<file path="src/hdl/kmpc_pkg.sv">
// Shared types and constants for the key matrix press classifier.
package kmpc_pkg;

   localparam int ROWS = 3;
   localparam int COLS = 2;
   localparam int ROW_W = 2;
   localparam int COL_W = 1;
   localparam int CTR_W = 16;
   localparam int THR_W = 16;
   localparam int KIND_W = 2;
   localparam int EVT_PER_ITEM = 2;
   localparam int EVT_CNT_W = 2;
   localparam int EVQ_DEPTH = 4;
   localparam int EVQ_CNT_W = 3;
   localparam int CSR_ADDR_W = 1;
   localparam int REQ_DATA_W = 8;
   localparam int RSP_DATA_W = 8;

   localparam logic [THR_W-1:0] SHORT_RESET = 16'd500;
   localparam logic [THR_W-1:0] LONG_RESET = 16'd8000;
   localparam logic [CTR_W-1:0] CTR_MAX = {CTR_W{1'b1}};

   localparam logic [CSR_ADDR_W-1:0] REG_SHORT_THRESHOLD = 1'd0;
   localparam logic [CSR_ADDR_W-1:0] REG_LONG_THRESHOLD = 1'd1;

   typedef enum logic [KIND_W-1:0] {
      EV_SHORT = 2'd0,
      EV_LONG = 2'd1,
      EV_MISFIRE = 2'd2
   } kmpc_kind_type;

   typedef logic [COLS-1:0][CTR_W-1:0] kmpc_row_ctr_type;

   typedef struct packed {
      logic last;
      kmpc_kind_type event_kind;
      logic [COL_W-1:0] key_col;
      logic [ROW_W-1:0] key_row;
   } kmpc_evt_type;

endpackage

</file>
<file path="src/hdl/kmpc_ctr_mem.sv">
// Hold counter memory, one row of counters per entry, with write-first read bypass.
module kmpc_ctr_mem (
   input  logic                        clock,
   input  logic                        reset,
   input  logic                        rd_en,
   input  logic [kmpc_pkg::ROW_W-1:0]  rd_addr,
   output kmpc_pkg::kmpc_row_ctr_type  rd_data,
   input  logic                        wr_en,
   input  logic [kmpc_pkg::ROW_W-1:0]  wr_addr,
   input  kmpc_pkg::kmpc_row_ctr_type  wr_data
);
   import kmpc_pkg::*;

   kmpc_row_ctr_type mem [ROWS];
   logic [ROWS-1:0] row_vld_ff;
   kmpc_row_ctr_type rd_data_ff;

   always_ff @(posedge clock) begin
      if (wr_en) begin
         mem[wr_addr] <= wr_data;
      end
   end

   always_ff @(posedge clock) begin
      if (reset) begin
         row_vld_ff <= '0;
      end else if (wr_en) begin
         row_vld_ff[wr_addr] <= 1'b1;
      end
   end

   always_ff @(posedge clock) begin
      if (rd_en) begin
         if (wr_en && (wr_addr == rd_addr)) begin
            rd_data_ff <= wr_data;
         end else if (row_vld_ff[rd_addr]) begin
            rd_data_ff <= mem[rd_addr];
         end else begin
            rd_data_ff <= '0;
         end
      end
   end

   assign rd_data = rd_data_ff;

endmodule

</file>
<file path="src/hdl/kmpc_update.sv">
// Per-row counter update and event classification for one scanned row.
module kmpc_update (
   input  logic [kmpc_pkg::ROW_W-1:0]                       row,
   input  logic [kmpc_pkg::COLS-1:0]                        col_levels,
   input  kmpc_pkg::kmpc_row_ctr_type                       ctr_cur,
   input  logic [kmpc_pkg::THR_W-1:0]                       short_thr,
   input  logic [kmpc_pkg::THR_W-1:0]                       long_thr,
   output kmpc_pkg::kmpc_row_ctr_type                       ctr_new,
   output kmpc_pkg::kmpc_evt_type [kmpc_pkg::EVT_PER_ITEM-1:0] evt,
   output logic [kmpc_pkg::EVT_CNT_W-1:0]                   evt_cnt
);
   import kmpc_pkg::*;

   logic [COLS-1:0] fire;
   kmpc_kind_type kind [COLS];
   logic [CTR_W-1:0] inc;

   always_comb begin
      for (int c = 0; c < COLS; c++) begin
         inc = ctr_cur[c] + 1'b1;
         fire[c] = 1'b0;
         kind[c] = EV_SHORT;
         ctr_new[c] = ctr_cur[c];
         if (!col_levels[c]) begin
            if (ctr_cur[c] != CTR_MAX) begin
               ctr_new[c] = inc;
               if (inc == short_thr) begin
                  fire[c] = 1'b1;
                  kind[c] = EV_SHORT;
               end else if (inc == long_thr) begin
                  fire[c] = 1'b1;
                  kind[c] = EV_LONG;
               end
            end
         end else begin
            ctr_new[c] = '0;
            if ((ctr_cur[c] != '0) && (ctr_cur[c] < short_thr)) begin
               fire[c] = 1'b1;
               kind[c] = EV_MISFIRE;
            end
         end
      end
   end

   always_comb begin
      evt[0].key_row = row;
      evt[1].key_row = row;
      evt[1].key_col = COL_W'(1);
      evt[1].event_kind = kind[1];
      evt[1].last = 1'b1;
      if (fire[0]) begin
         evt[0].key_col = COL_W'(0);
         evt[0].event_kind = kind[0];
         evt[0].last = !fire[1];
      end else begin
         evt[0].key_col = COL_W'(1);
         evt[0].event_kind = kind[1];
         evt[0].last = 1'b1;
      end
      evt_cnt = EVT_CNT_W'(fire[0]) + EVT_CNT_W'(fire[1]);
   end

endmodule

</file>
<file path="src/hdl/kmpc_evt_queue.sv">
// Event queue that takes up to two events per cycle and hands out one per transaction.
module kmpc_evt_queue (
   input  logic                                            clock,
   input  logic                                            reset,
   input  logic [kmpc_pkg::EVT_CNT_W-1:0]                  push_cnt,
   input  kmpc_pkg::kmpc_evt_type [kmpc_pkg::EVT_PER_ITEM-1:0] push_evt,
   input  logic                                            pop_ready,
   output logic                                            head_vld,
   output kmpc_pkg::kmpc_evt_type                          head_evt,
   output logic [kmpc_pkg::EVQ_CNT_W-1:0]                  fill
);
   import kmpc_pkg::*;

   kmpc_evt_type q_ff [EVQ_DEPTH];
   kmpc_evt_type q_in [EVQ_DEPTH];
   logic [EVQ_CNT_W-1:0] cnt_ff;
   logic [EVQ_CNT_W-1:0] cnt_in;
   logic [EVQ_CNT_W-1:0] base;
   logic pop;

   always_comb begin
      pop = (cnt_ff != '0) && pop_ready;
      base = cnt_ff - EVQ_CNT_W'(pop);
      for (int i = 0; i < EVQ_DEPTH; i++) begin
         q_in[i] = q_ff[i];
      end
      if (pop) begin
         for (int i = 0; i < EVQ_DEPTH - 1; i++) begin
            q_in[i] = q_ff[i + 1];
         end
      end
      for (int i = 0; i < EVQ_DEPTH; i++) begin
         if ((push_cnt != '0) && (EVQ_CNT_W'(i) == base)) begin
            q_in[i] = push_evt[0];
         end
         if ((push_cnt == EVT_CNT_W'(2)) && (EVQ_CNT_W'(i) == base + 1'b1)) begin
            q_in[i] = push_evt[1];
         end
      end
      cnt_in = base + EVQ_CNT_W'(push_cnt);
   end

   always_ff @(posedge clock) begin
      q_ff <= q_in;
      if (reset) begin
         cnt_ff <= '0;
      end else begin
         cnt_ff <= cnt_in;
      end
   end

   assign head_vld = (cnt_ff != '0);
   assign head_evt = q_ff[0];
   assign fill = cnt_ff;

endmodule

</file>
<file path="src/hdl/key_matrix_press_classifier.sv">
// Top level of the key matrix press classifier: stream ports, thresholds and row pipeline.
// One scanned row is taken per transaction; its counters are read from the counter memory
// in the cycle after acceptance and written back at the end of that cycle, so a row can be
// accepted every cycle while the event queue has room for two more events. Each row yields
// zero to two events, one per output transaction, so with two events per row the sustained
// row rate is limited by the single-event output port. An accepted row is registered in
// the row stage and its events in the event queue before they reach the output. Rows numbered
// three or higher are accepted and dropped without any event.
module key_matrix_press_classifier (
   input  logic                                 clock,
   input  logic                                 reset,
   input  logic                                 req_tvalid,
   output logic                                 req_tready,
   input  logic [kmpc_pkg::REQ_DATA_W-1:0]      req_tdata,  // row, col_levels
   output logic                                 rsp_tvalid,
   input  logic                                 rsp_tready,
   output logic [kmpc_pkg::RSP_DATA_W-1:0]      rsp_tdata,  // key_row, key_col
   output logic [kmpc_pkg::KIND_W-1:0]          rsp_tuser,  // event_kind
   output logic                                 rsp_tlast,
   input  logic                                 csr_we,
   input  logic [kmpc_pkg::CSR_ADDR_W-1:0]      csr_addr,
   input  logic [kmpc_pkg::THR_W-1:0]           csr_wdata
);
   import kmpc_pkg::*;

   logic [THR_W-1:0] short_thr_ff;
   logic [THR_W-1:0] long_thr_ff;
   logic s1_vld_ff;
   logic [ROW_W-1:0] s1_row_ff;
   logic [COLS-1:0] s1_lvl_ff;

   logic [ROW_W-1:0] req_row;
   logic [COLS-1:0] req_lvl;
   logic req_take;
   logic row_ok;
   logic [EVQ_CNT_W:0] room_need;

   kmpc_row_ctr_type ctr_cur;
   kmpc_row_ctr_type ctr_new;
   kmpc_evt_type [EVT_PER_ITEM-1:0] upd_evt;
   logic [EVT_CNT_W-1:0] upd_cnt;
   logic [EVT_CNT_W-1:0] push_cnt;
   logic [EVQ_CNT_W-1:0] q_fill;
   kmpc_evt_type head_evt;

   assign req_row = req_tdata[ROW_W-1:0];
   assign req_lvl = req_tdata[ROW_W+COLS-1:ROW_W];
   assign row_ok = (req_row < ROW_W'(ROWS));
   assign room_need = {1'b0, q_fill} + (s1_vld_ff ? (EVQ_CNT_W+1)'(EVT_PER_ITEM) : '0);
   assign req_tready = (room_need <= (EVQ_CNT_W+1)'(EVQ_DEPTH - EVT_PER_ITEM));
   assign req_take = req_tvalid && req_tready && row_ok;

   always_ff @(posedge clock) begin
      if (reset) begin
         short_thr_ff <= SHORT_RESET;
         long_thr_ff <= LONG_RESET;
      end else if (csr_we) begin
         case (csr_addr)
            REG_SHORT_THRESHOLD: short_thr_ff <= csr_wdata;
            REG_LONG_THRESHOLD:  long_thr_ff <= csr_wdata;
            default: ;
         endcase
      end
   end

   always_ff @(posedge clock) begin
      s1_row_ff <= req_row;
      s1_lvl_ff <= req_lvl;
      if (reset) begin
         s1_vld_ff <= 1'b0;
      end else begin
         s1_vld_ff <= req_take;
      end
   end

   kmpc_ctr_mem u_mem (
      .clock   (clock),
      .reset   (reset),
      .rd_en   (req_take),
      .rd_addr (req_row),
      .rd_data (ctr_cur),
      .wr_en   (s1_vld_ff),
      .wr_addr (s1_row_ff),
      .wr_data (ctr_new)
   );

   kmpc_update u_update (
      .row        (s1_row_ff),
      .col_levels (s1_lvl_ff),
      .ctr_cur    (ctr_cur),
      .short_thr  (short_thr_ff),
      .long_thr   (long_thr_ff),
      .ctr_new    (ctr_new),
      .evt        (upd_evt),
      .evt_cnt    (upd_cnt)
   );

   assign push_cnt = s1_vld_ff ? upd_cnt : '0;

   kmpc_evt_queue u_queue (
      .clock     (clock),
      .reset     (reset),
      .push_cnt  (push_cnt),
      .push_evt  (upd_evt),
      .pop_ready (rsp_tready),
      .head_vld  (rsp_tvalid),
      .head_evt  (head_evt),
      .fill      (q_fill)
   );

   assign rsp_tdata = {{(RSP_DATA_W - ROW_W - COL_W){1'b0}},
                       head_evt.key_col, head_evt.key_row};
   assign rsp_tuser = head_evt.event_kind;
   assign rsp_tlast = head_evt.last;

   a_s1_from_accept: assert property (@(posedge clock) disable iff (reset)
      s1_vld_ff |-> $past(req_tvalid && req_tready))
      else $error("row stage valid without an accepted transaction");

   a_queue_room: assert property (@(posedge clock) disable iff (reset)
      s1_vld_ff |-> ({1'b0, q_fill} + (EVQ_CNT_W+1)'(EVT_PER_ITEM)
                     <= (EVQ_CNT_W+1)'(EVQ_DEPTH)))
      else $error("event queue lacks room for a row in flight");

   a_last_mark: assert property (@(posedge clock) disable iff (reset)
      ((push_cnt == EVT_CNT_W'(1)) |-> upd_evt[0].last) and
      ((push_cnt == EVT_CNT_W'(2)) |-> (!upd_evt[0].last && upd_evt[1].last)))
      else $error("last flag misplaced on pushed events");

endmodule

</file>
<file path="config.mk">
export PLATFORM = sky130hd
export DESIGN_NAME = key_matrix_press_classifier
export DESIGN_NICKNAME = d
export VERILOG_FILES = /design/src/hdl/kmpc_pkg.sv /design/src/hdl/kmpc_ctr_mem.sv /design/src/hdl/kmpc_update.sv /design/src/hdl/kmpc_evt_queue.sv /design/src/hdl/key_matrix_press_classifier.sv
export SDC_FILE = /design/constraint.sdc
export NUM_CORES = 1
export LEC_CHECK = 0
export BUFFER_PORTS_ARGS = -buffer_cell sky130_fd_sc_hd__buf_2
export CORE_AREA = 2 2 173 175
export DETAILED_ROUTE_END_ITERATION = 6
export DIE_AREA = 0 0 175 177
export PLACE_DENSITY = 0.68
export SYNTH_ARGS = -nofsm -noshare
export SYNTH_HDL_FRONTEND = slang
export SYNTH_HIERARCHICAL = 1
export SYNTH_SLANG_ARGS = --single-unit
</file>
<file path="constraint.sdc">
create_clock -name clock -period 5.5 [get_ports clock]
set_input_delay 0.55 -clock clock [delete_from_list [all_inputs] [get_ports clock]]
set_output_delay 0.55 -clock clock [all_outputs]
set_load 0.01 [all_outputs]
</file>
==> results.sh, run 1 <==
export IMPL_holdCritPathClass="in -> reg"
export IMPL_nNetsFinal=1148
export IMPL_num_vias=8810
export IMPL_synthArstFlopShare_pct=0
export IMPL_final_antenna_net_count=0
export IMPL_antenna_found_initial=0
export IMPL_worst_slack_ns=0.437
export IMPL_setup_viol_count_final=0
export IMPL_dieArea_um2=31000
export IMPL_cap_violations=0
export IMPL_diodes=0
export IMPL_fin_crit_sh_pct=92.0
export IMPL_slowest_stage="or4_4"
export IMPL_port_buffers=33
export IMPL_dp_hpwl_um=20600
export IMPL_numCtsBuffers=17
export IMPL_layout_drive_gt1_share_pct=17.9
export IMPL_cts_sinks=195
export IMPL_fin_worst_skew_ns=0.0119
export IMPL_clockRootBuffer="clkbuf_16"
export IMPL_tightest_slew_ns=1.10
export IMPL_final_cell_area_um2=13000
export IMPL_grt_overflow=0
export IMPL_firstDrtPassIters=5
export IMPL_status="finished, final reports clean"
export IMPL_path_cells="ha_1 -> nand4_2 -> or4_4 -> xnor3_1 -> o211ai_1 -> nor4_1 -> nand4_1 -> nor3b_1 -> or3_1 -> ha_1 -> and2_1 -> nand3b_1 -> or3_1 -> o211ai_1"
export IMPL_rsz0062_at_grt="false"
export IMPL_critPathArrivalTime_ns=5.14
export IMPL_core_area_um2=29200
export IMPL_cts_hold_buffers=0
export IMPL_tritoncts="done"
export IMPL_clk_latency_ns=0.45
export IMPL_row_count=63
export IMPL_fmax_ghz=0.198
export IMPL_die_w_um=175
export IMPL_synth_top_flop_cell="edfxtp_1"
export IMPL_num_io_pins=43
export IMPL_cts_buffer_depth=2
export IMPL_crit_type="reg -> reg"
export IMPL_p_per_area_nw_per_um2=349
export IMPL_seq_area_frac_synth_pct=44.7
export IMPL_min_period_ns=5.06
export IMPL_ys_ff_latch=195
export IMPL_wire_per_inst_um=20.4
export IMPL_max_slew_margin_pct=26.3
export IMPL_cts_setup_buffers=0
export IMPL_drt_drc_violations_left=0
export IMPL_drt_iter0_drc=1057
export IMPL_worstSetupEndpointType="register"
export IMPL_fill_cells=2700
export IMPL_setup_tns_ns=0
export IMPL_syn2layout_area_growth_pct=7.53
export IMPL_grt_use_total_pct=19.7
export IMPL_pre_cts_ws_ns=0.501
export IMPL_syn_area_per_cell_um2=11.1
export IMPL_synth_distinct_cells=89
export IMPL_initial_utilization_pct=41.5
export IMPL_required_ns=5.58
export IMPL_grt_pass1_vias=8325
export IMPL_cts_max_level=4
export IMPL_max_stage_delay_ns=0.63
export IMPL_utilization_pct=44.6
export IMPL_synth_enable_flop_cells=152
export IMPL_grt_max_degree=56
export IMPL_ctsResizeCount=0
export IMPL_drv_slew=0
export IMPL_path_clk_slew_ns=0.07
export IMPL_leakagePower_nw=4.67
export IMPL_cp_max_fo=15
export IMPL_synthCells=1098
export IMPL_grt_pass1_wl_um=47600
export IMPL_viasPerCell=5.96
export IMPL_synth_area_um2=12100
export IMPL_ir_drop_mv=0.266
export IMPL_place_congestion=0.944
export IMPL_synth_warning_count=6
export IMPL_finalWirelength_um=30200
export IMPL_finalHoldViolCount=0
export IMPL_die_y_um=177
export IMPL_placed_cell_area_um2=12400
export IMPL_cp_start_kind="register"
[cell usage in the layout, fill, tap and decap left out, types with 39 or more instances in the layout]
cell and count:
nand4_1 57, nor2_1 49, ha_1 41, mux2i_1 57
mux2_2 39, edfxtp_1 152, a21oi_1 52, dfxtp_1 43
xnor2_1 53
[kinds of logic (layout without fill, tap and decap cells)]
family	after synthesis	in the layout	share of synthesized area [%]
AND/OR/NAND/NOR	326	326	16.4
flip-flops	195	195	44.7
other	2	7	0.0619
buffers and inverters	136	122	5.83
adder cells (fa/ha/maj)	42	42	4.39
AO/OA/AOI/OAI	215	215	13.7
multiplexers	96	96	8.32
XOR/XNOR	86	86	6.62
[cells in the mapped netlist (all sizes together) (7+ instances only)]
library cell	count	area share [%]
edfxtp	152	38
buf	66	3.7
nand4	61	3.4
mux2i	57	4.7
xnor2	56	4.2
a21oi	52	2.1
o31ai	50	4.3
nor2	49	1.5
dfxtp	43	7.1
ha	41	4.2
clkbuf	39	1.2
mux2	39	3.6
nand3	35	1.5
inv	31	0.96
nor4	31	1.8
nand2b	29	1.6
xor2	28	2.1
nand2	25	0.92
nor3	24	1.2
o21ai	24	0.99
a31oi	21	1.5
nor2b	13	0.67
and3	11	0.58
o211ai	8	0.49
and2	7	0.36
[final timing paths]
path	startpoint	endpoint	slack, ns	cells past startpoint
min reg2reg	u_mem/row_vld_ff[2]	u_mem/row_vld_ff[2]	0.47	2
max reg2reg	u_mem/rd_data[16]	u_queue/q_ff[17]	0.44	14
max	u_mem/rd_data[16]	u_queue/q_ff[17]	0.44	14
min	req_tdata[2]	s1_lvl_ff[0]	0.20	1
[per-stage QoR]
stage / cells / total power, mW / hold slack, ns
floorplan: 1103 / 2.93 / 0.440
global placement: 1447 / 3.21 / 0.450
detailed placement: 1447 / 3.24 / 0.462
CTS: 1479 / 4.57 / 0.176
global route: 1479 / 4.77 / 0.183
finish: 1479 / 4.56 / 0.200
[flip-flops by register name (all words and copies together) (netlist names)]
name / cells
long_thr_ff: 16
s1_lvl_ff: 2
s1_row_ff: 2
s1_vld_ff: 1
short_thr_ff: 16
u_mem/mem: 96
u_mem/rd_data: 32
u_mem/row_vld_ff: 3
u_queue/fill: 3
u_queue/head_evt: 6
u_queue/q_ff: 18
[layer usage]
layer / global-route usage [%] / part of all wire (%) / vias to the layer above / wire length, um
met5: 0 / 0 / - / 0
met4: 6.18 / 1.7 / 0 / 503
met3: 3.87 / 7.5 / 34 / 2260
met2: 29.5 / 44 / 380 / 13400
met1: 28.6 / 46 / 4285 / 14000
li1: - / - / 4111 / -
[power breakdown]
part / internal (mW) / total [mW] / switching, mW / leakage, nW
registers: 1.80 / 2.00 / 0.199 / 1.77
logic: 0.426 / 1.23 / 0.809 / 2.59
clock network: 0.731 / 1.32 / 0.589 / 0.300
total: 2.96 / 4.56 / 1.60 / 4.67
[final cells by class]
cell class              count  area (um2)  share of cell area [%]
clock buffers              18         429                    3.29
clock inverters            14         193                    1.48
inverters                  31         116                   0.892
multi-input cells         772        6040                    46.3
flip-flops and latches    195        5430                    41.6
well taps                 390         488                    3.74
repair buffers             59         360                    2.76
[critical path, delay by kind of cell (launching register included)]
kind                       cells  cell delay (ns)
AOI/OAI and AO/OA              2             0.41
xor gates and xnor gates       1             0.21
adders and majority gates      2             0.53
DFF                            1             0.52
and+or+nand+nor                9             3.03
(Power assumes the default switching activity.)
==> inputs of run 2 (changes only) <==
Settings changed: ABC_AREA set to 1, CORE_AREA 2 2 173 175 to 2 2 172 174, DIE_AREA 0 0 175 177 to 0 0 174 176, RECOVER_POWER set to 50, SKIP_LAST_GASP set to 1.
==> run 2 against run 1 <==
Net effect: the flow now finishes with violations (max-capacitance violations, max-slew violations); largest power group unchanged; utilization increased by 0.17 points; hold slack better by 0.00097 ns; sequential share of layout area increased by 0.85 points.
==> results.sh, run 2 <==
export IMPL_muxShareOfSynthArea_pct=0
export IMPL_fmax_ghz=0.221
export IMPL_grt_overflow=0
export IMPL_finalHoldViolCount=0
export IMPL_dp_hpwl_um=22700
export IMPL_drv_slew=208
export IMPL_synth_xor_area_share_pct=1.18
export IMPL_fin_worst_skew_ns=0.0198
export IMPL_grt_use_met1_pct=26.4
export IMPL_p_per_area_nw_per_um2=348
export IMPL_cell_internal_pwr_mw=2.77
export IMPL_r2r_end="u_queue/q_ff[16]"
export IMPL_nNetsFinal=1576
export IMPL_clockRootBuffer="clkbuf_16"
export IMPL_core_area_um2=28500
export IMPL_switching_share_pct=37.6
export IMPL_tritoncts="done"
export IMPL_port_buffers=33
export IMPL_reg2reg_depth=21
export IMPL_hold_depth=1
export IMPL_ys_ff_latch=195
export IMPL_grt_pass1_wl_um=49400
export IMPL_fin_crit_sh_pct=82.4
export IMPL_num_vias=9878
export IMPL_cts_buffer_depth=2
export IMPL_busiest_layer="met2"
export IMPL_grt_pass1_vias=9237
export IMPL_crit_type="reg -> reg"
export IMPL_cts_hold_buffers=0
export IMPL_synth_compound_area_share_pct=4.22
export IMPL_num_io_pins=43
export IMPL_seqCellArea_um2=5430
export IMPL_cp_max_fo=22
export IMPL_critPathArrivalTime_ns=4.66
export IMPL_layout_commonest_cell="nand2_1"
export IMPL_multi_input_area_um2=5270
export IMPL_rsz0062_at_grt="false"
export IMPL_holdCritPathClass="in -> reg"
export IMPL_seqPwrFrac_pct=44.2
export IMPL_p_clk_share_pct=29.1
export IMPL_hp_start="req_tdata[3]"
export IMPL_cap_violations=6
export IMPL_clk_latency_ns=0.45
export IMPL_row_count=62
export IMPL_cts_setup_buffers=0
export IMPL_setup_tns_ns=0
export IMPL_antenna_found_initial=0
export IMPL_yosys_area_share_adder_pct=4.48
export IMPL_largest_register="u_mem/mem"
export IMPL_synth_simple_area_share_pct=34.2
export IMPL_min_to="s1_lvl_ff[1]"
export IMPL_numCtsBuffers=17
export IMPL_final_cell_mix="nand2_1 (433), nand3_1 (202), inv_1 (197), edfxtp_1 (152), nor2_1 (106)"
export IMPL_syn_area_per_cell_um2=7.92
export IMPL_ctsResizeCount=0
export IMPL_share_comb_of_total_power_pct=26.7
export IMPL_final_antenna_net_count=0
export IMPL_wire_per_inst_um=16.5
export IMPL_power_switching_mw=1.67
export IMPL_tightest_slew_ns=2.15
export IMPL_place_congestion=0.991
export IMPL_synth_distinct_cells=44
export IMPL_setup_viol_count_final=0
export IMPL_synth_warning_count=6
export IMPL_viasPerCell=5.20
export IMPL_diodes=0
export IMPL_yosysMostFrequentCell="nand2_1"
export IMPL_regToRegSetupSlack_ns=0.97
export IMPL_initial_utilization_pct=41.7
export IMPL_drt_iter0_drc=861
export IMPL_path_clk_slew_ns=0.08
export IMPL_syn2layout_area_growth_pct=7.38
export IMPL_required_ns=5.63
export IMPL_min_period_ns=4.53
export IMPL_synthTopCellsByArea="edfxtp_1 (38%), nand2_1 (14%), nand3_1 (8.5%)"
export IMPL_layout_drive_gt1_share_pct=9.10
export IMPL_fill_cells=2863
export IMPL_use_met2_pct=36.3
export IMPL_die_y_um=176
export IMPL_cp_start_kind="register"
export IMPL_status="finished, violations left"
export IMPL_synth_enable_flop_cells=152
export IMPL_grt_max_degree=38
export IMPL_r2r_start="u_mem/rd_data[0]"
export IMPL_drt_drc_violations_left=0
export IMPL_use_met3_pct=2.54
export IMPL_cts_max_level=4
export IMPL_synth_cells_most_frequent="nand2_1 (433), nand3_1 (202), inv_1 (197), edfxtp_1 (152), nor2_1 (106)"
export IMPL_total_power_mw=4.45
export IMPL_failed_checks="max-capacitance violations, max-slew violations"
export IMPL_utilization_pct=44.8
export IMPL_synth_top_flop_cell="edfxtp_1"
export IMPL_synth_area_um2=11900
export IMPL_worstSetupEndpointType="register"
export IMPL_synth_top_family_by_area="simple AND/OR/NAND/NOR gates"
export IMPL_largest_reg_flops=96
export IMPL_die_w_um=174
export IMPL_synth_largest_area_cell="edfxtp_1"
export IMPL_max_slew_margin_pct=-43.2
export IMPL_leakagePower_nw=5.83
export IMPL_grt_use_total_pct=20.7
export IMPL_yosys_area_top_type_share_pct=38.3
export IMPL_dieArea_um2=30600
export IMPL_cts_sinks=195
export IMPL_synthArstFlopShare_pct=0
export IMPL_firstDrtPassIters=5
export IMPL_ir_drop_mv=0.187
export IMPL_seq_area_frac_synth_pct=45.6
export IMPL_finalWirelength_um=31300
export IMPL_synthCells=1504
[run 2: area by class of cell]
| type | count | area share [%] |
|---|---|---|
| flip-flops and latches | 195 | 42.4 |
| inverters | 212 | 6.26 |
| repair buffers | 40 | 1.47 |
| well taps | 384 | 3.76 |
| clock inverters | 15 | 1.52 |
| clock buffers | 17 | 3.33 |
| multi-input cells | 1038 | 41.2 |
[run 2: metal layers]
layer	routed length (um)	up-vias
li1	-	4913
met1	13500	4606
met2	15500	326
met3	1660	33
met4	711	0
met5	0	-
[run 2: worst max-delay path by stage]
stage / from / end / slack, ns / depth (start not counted)
detailed placement: u_mem/rd_data[0] / u_queue/q_ff[13] / 1.43 / 21
global placement: u_mem/rd_data[0] / u_queue/q_ff[6] / 1.51 / 21
finish: u_mem/rd_data[0] / u_queue/q_ff[16] / 0.97 / 21
floorplan: u_mem/rd_data[0] / u_queue/q_ff[0] / 2.01 / 22
global route: u_mem/rd_data[0] / u_queue/q_ff[11] / 0.70 / 21
CTS: u_mem/rd_data[0] / u_queue/q_ff[16] / 1.40 / 21
[run 2: worst max-delay path: stages (launching register included)]
cell and delay [ns]:
edfxtp_1 0.58, ha_1 0.28, nand3_1 0.19, inv_1 0.23
nand3_2 0.10, nor2_1 0.55, nor2_1 0.12, nand2_1 0.09
nor2_1 0.04, nand2_1 0.05, nor2_1 0.05, nand3_1 0.08
nand2_1 0.09, nor2_2 0.16, inv_1 0.08, ha_1 0.28
nand2_1 0.05, inv_1 0.20, inv_2 0.07, nand2_2 0.35
nand3_2 0.25, nand3_1 0.31
[run 2: through the flow]
stage / setup WS [ns] / cells / hold slack [ns] / area [um2]
2_1_floorplan: 2.01 / 1509 / 0.425 / 11900
3_3_place_gp: 1.51 / 1869 / 0.438 / 12200
3_5_place_dp: 1.43 / 1869 / 0.442 / 12200
4_1_cts: 1.40 / 1901 / 0.180 / 12800
5_1_grt: 0.704 / 1901 / 0.187 / 12800
6_report: 0.970 / 1901 / 0.201 / 12800
[run 2: cells by family (layout without fill, tap and decap cells)]
logic type | count (synthesis) | count (layout)
flops | 195 | 195
fa+ha+maj | 42 | 42
compound gates | 93 | 93
xor+xnor | 16 | 16
simple gates | 880 | 880
buf+inv | 276 | 284
other cells | 2 | 7
[run 2: power by group through the flow]
stage	logic, mW	registers [mW]	clock network [mW]
after global routing	1.33	1.98	1.37
after CTS	1.19	1.96	1.32
after detailed placement	1.18	1.99	0
after floorplan	0.964	1.92	0
after global placement	1.16	1.99	0
final	1.19	1.96	1.29
==> inputs of run 3 (changes only) <==
Settings changed: PLACE_DENSITY 0.68 to 0.7.
Clock period 5.5 ns to 3.65 ns, I/O delays scaled along.
==> run 3 against run 2 <==
Net effect: the run still ends with max-capacitance violations, max-slew violations left; global-route usage is 1.1 points higher; worst setup slack worse by 0.88 ns; routed wire length is 6.6% higher; via count is 3.7% higher; utilization is 3.3 points higher; clock skew is 0.0052 ns lower; combinational power is 76% higher; hold slack worse by 0.18 ns; first-iteration DRC count is 12% higher; critical endpoint is now u_queue/fill[1]; largest cell class is now multi-input combinational cells.
==> results.sh, run 3 (synthesized netlist as in run 2, its figures left out) <==
export IMPL_diodes=0
export IMPL_grt_pass1_wl_um=51800
export IMPL_min_to="s1_lvl_ff[1]"
export IMPL_failed_checks="max-capacitance violations, max-slew violations"
export IMPL_grt_max_degree=37
export IMPL_p_per_area_nw_per_um2=504
export IMPL_port_buffers=33
export IMPL_cts_hold_buffers=0
export IMPL_wire_per_inst_um=16.8
export IMPL_dp_cells=1941
export IMPL_hold_ws_ns=0.0184
export IMPL_dieArea_um2=30600
export IMPL_dp_hpwl_um=24300
export IMPL_drt_iter0_drc=962
export IMPL_regToRegSetupSlack_ns=0.09
export IMPL_seqCellArea_um2=5430
export IMPL_tightest_slew_ns=2.11
export IMPL_clk_latency_ns=0.45
export IMPL_worstSetupEndpointType="register"
export IMPL_cap_violations=5
export IMPL_fmax_ghz=0.281
export IMPL_tritoncts="done"
export IMPL_status="finished, violations left"
export IMPL_layout_drive_gt1_share_pct=16.8
export IMPL_holdCritPathClass="in -> reg"
export IMPL_multi_input_area_um2=5520
export IMPL_drt_drc_violations_left=0
export IMPL_hold_depth=1
export IMPL_setup_tns_ns=0
export IMPL_grt_overflow=0
export IMPL_leakagePower_nw=6.28
export IMPL_num_io_pins=43
export IMPL_crit_type="reg -> reg"
export IMPL_final_cells=1984
export IMPL_cp_max_fo=4
export IMPL_firstDrtPassIters=7
export IMPL_nNetsFinal=1659
export IMPL_final_antenna_net_count=0
export IMPL_grt_pass1_vias=9573
export IMPL_final_cell_mix="nand2_1 (424), nand3_1 (195), inv_1 (189), edfxtp_1 (152), nor2_1 (92)"
export IMPL_max_slew_margin_pct=-40.9
export IMPL_r2r_start="u_mem/rd_data[17]"
export IMPL_layout_commonest_cell="nand2_1"
export IMPL_min_period_ns=3.56
export IMPL_final_cell_area_um2=13700
export IMPL_required_ns=3.98
export IMPL_cts_buffer_depth=2
export IMPL_die_y_um=176
export IMPL_finalHoldViolCount=0
export IMPL_rsz0062_at_grt="true"
export IMPL_place_congestion=0.959
export IMPL_hp_start="req_tdata[3]"
export IMPL_reg2reg_depth=22
export IMPL_setup_viol_count_final=0
export IMPL_ir_drop_mv=0.273
export IMPL_drv_slew=160
export IMPL_initial_utilization_pct=41.7
export IMPL_path_clk_slew_ns=0.08
export IMPL_r2r_end="u_queue/fill[1]"
export IMPL_fin_crit_sh_pct=97.7
export IMPL_largest_reg_flops=96
export IMPL_total_power_mw=6.92
export IMPL_syn2layout_area_growth_pct=15.2
export IMPL_cts_max_level=4
export IMPL_viasPerCell=5.16
export IMPL_die_w_um=174
export IMPL_placed_cell_area_um2=12800
export IMPL_cts_sinks=195
export IMPL_cp_start_kind="register"
export IMPL_clockRootBuffer="clkbuf_16"
export IMPL_largest_register="u_mem/mem"
export IMPL_fill_cells=2771
export IMPL_row_count=62
export IMPL_fin_worst_skew_ns=0.0146
export IMPL_antenna_found_initial=0
export IMPL_finalWirelength_um=33400
export IMPL_critPathArrivalTime_ns=3.90
export IMPL_numCtsBuffers=17
export IMPL_core_area_um2=28500
export IMPL_grt_use_total_pct=21.8
export IMPL_num_vias=10200
run 3: changes by cell type in the layout (fill, tap and decap cells not counted), sizes merged:
cell	delta
buf	+82
clkbuf	+1
clkinv	+4
inv	-4
run 3: routing by layer:
layer	up-vias	part of all wire, %	track usage [%]
met4	0	3.3	8.89
met5	-	0	0
met1	4734	42	27.6
li1	5064	-	-
met3	61	5.5	2.95
met2	385	49	37.9
run 3: worst max path at each step:
stage	start	endpoint	slack (ns)	depth (start not counted)
3_3_place_gp	u_mem/rd_data[17]	u_queue/q_ff[3]	-0.02	21
6_report	u_mem/rd_data[17]	u_queue/fill[1]	0.09	22
3_5_place_dp	u_mem/rd_data[16]	u_queue/head_evt[3]	-0.05	20
4_1_cts	u_mem/rd_data[16]	u_queue/fill[1]	0.005	21
5_1_grt	u_mem/rd_data[17]	u_queue/fill[1]	-0.07	22
2_1_floorplan	u_mem/rd_data[0]	u_queue/q_ff[0]	0.16	22
run 3: what timing repair did:
action                     CTS  global route
resized for setup            3            74
setup endpoints to repair   37            50
setup buffers                0            10
pin swaps                    1            19
cloned                       0             1
run 3: power by group:
group / switching, mW / internal, mW / total [mW]
Clock: 0.977 / 0.918 / 1.89
Combinational: 1.42 / 0.663 / 2.09
Sequential: 0.210 / 2.72 / 2.93
run 3: layout make-up:
cell class                 count  area share [%]
tap                          384            3.50
multi-input combinational   1038            40.2
clock buffer                  17            3.10
sequential                   195            39.5
clock inverter                15            1.19
timing repair buffer         123            6.49
inverter                     212            5.93
run 3: metrics by stage:
step                      utilization [%]  setup WS (ns)
after global routing                 48.1        -0.0686
after global placement               44.8        -0.0204
after floorplan                         -          0.156
final                                48.1         0.0854
after CTS                            46.9        0.00471
after detailed placement             44.8        -0.0457
run 3: critical path: stages, from the launching register on:
cell and delay [ns]:
edfxtp_1 0.49, buf_6 0.17, buf_4 0.13, nand3_4 0.11
inv_4 0.05, buf_4 0.12, nand2_1 0.09, nand2_1 0.09
xor2_1 0.16, nor3_1 0.22, nand3_1 0.17, nor2_4 0.12
nand2_1 0.05, nand3b_1 0.20, ha_1 0.19, nand2_1 0.06
inv_2 0.15, inv_4 0.07, buf_4 0.13, nor2_2 0.11
fa_2 0.44, inv_1 0.06, nor2_1 0.03
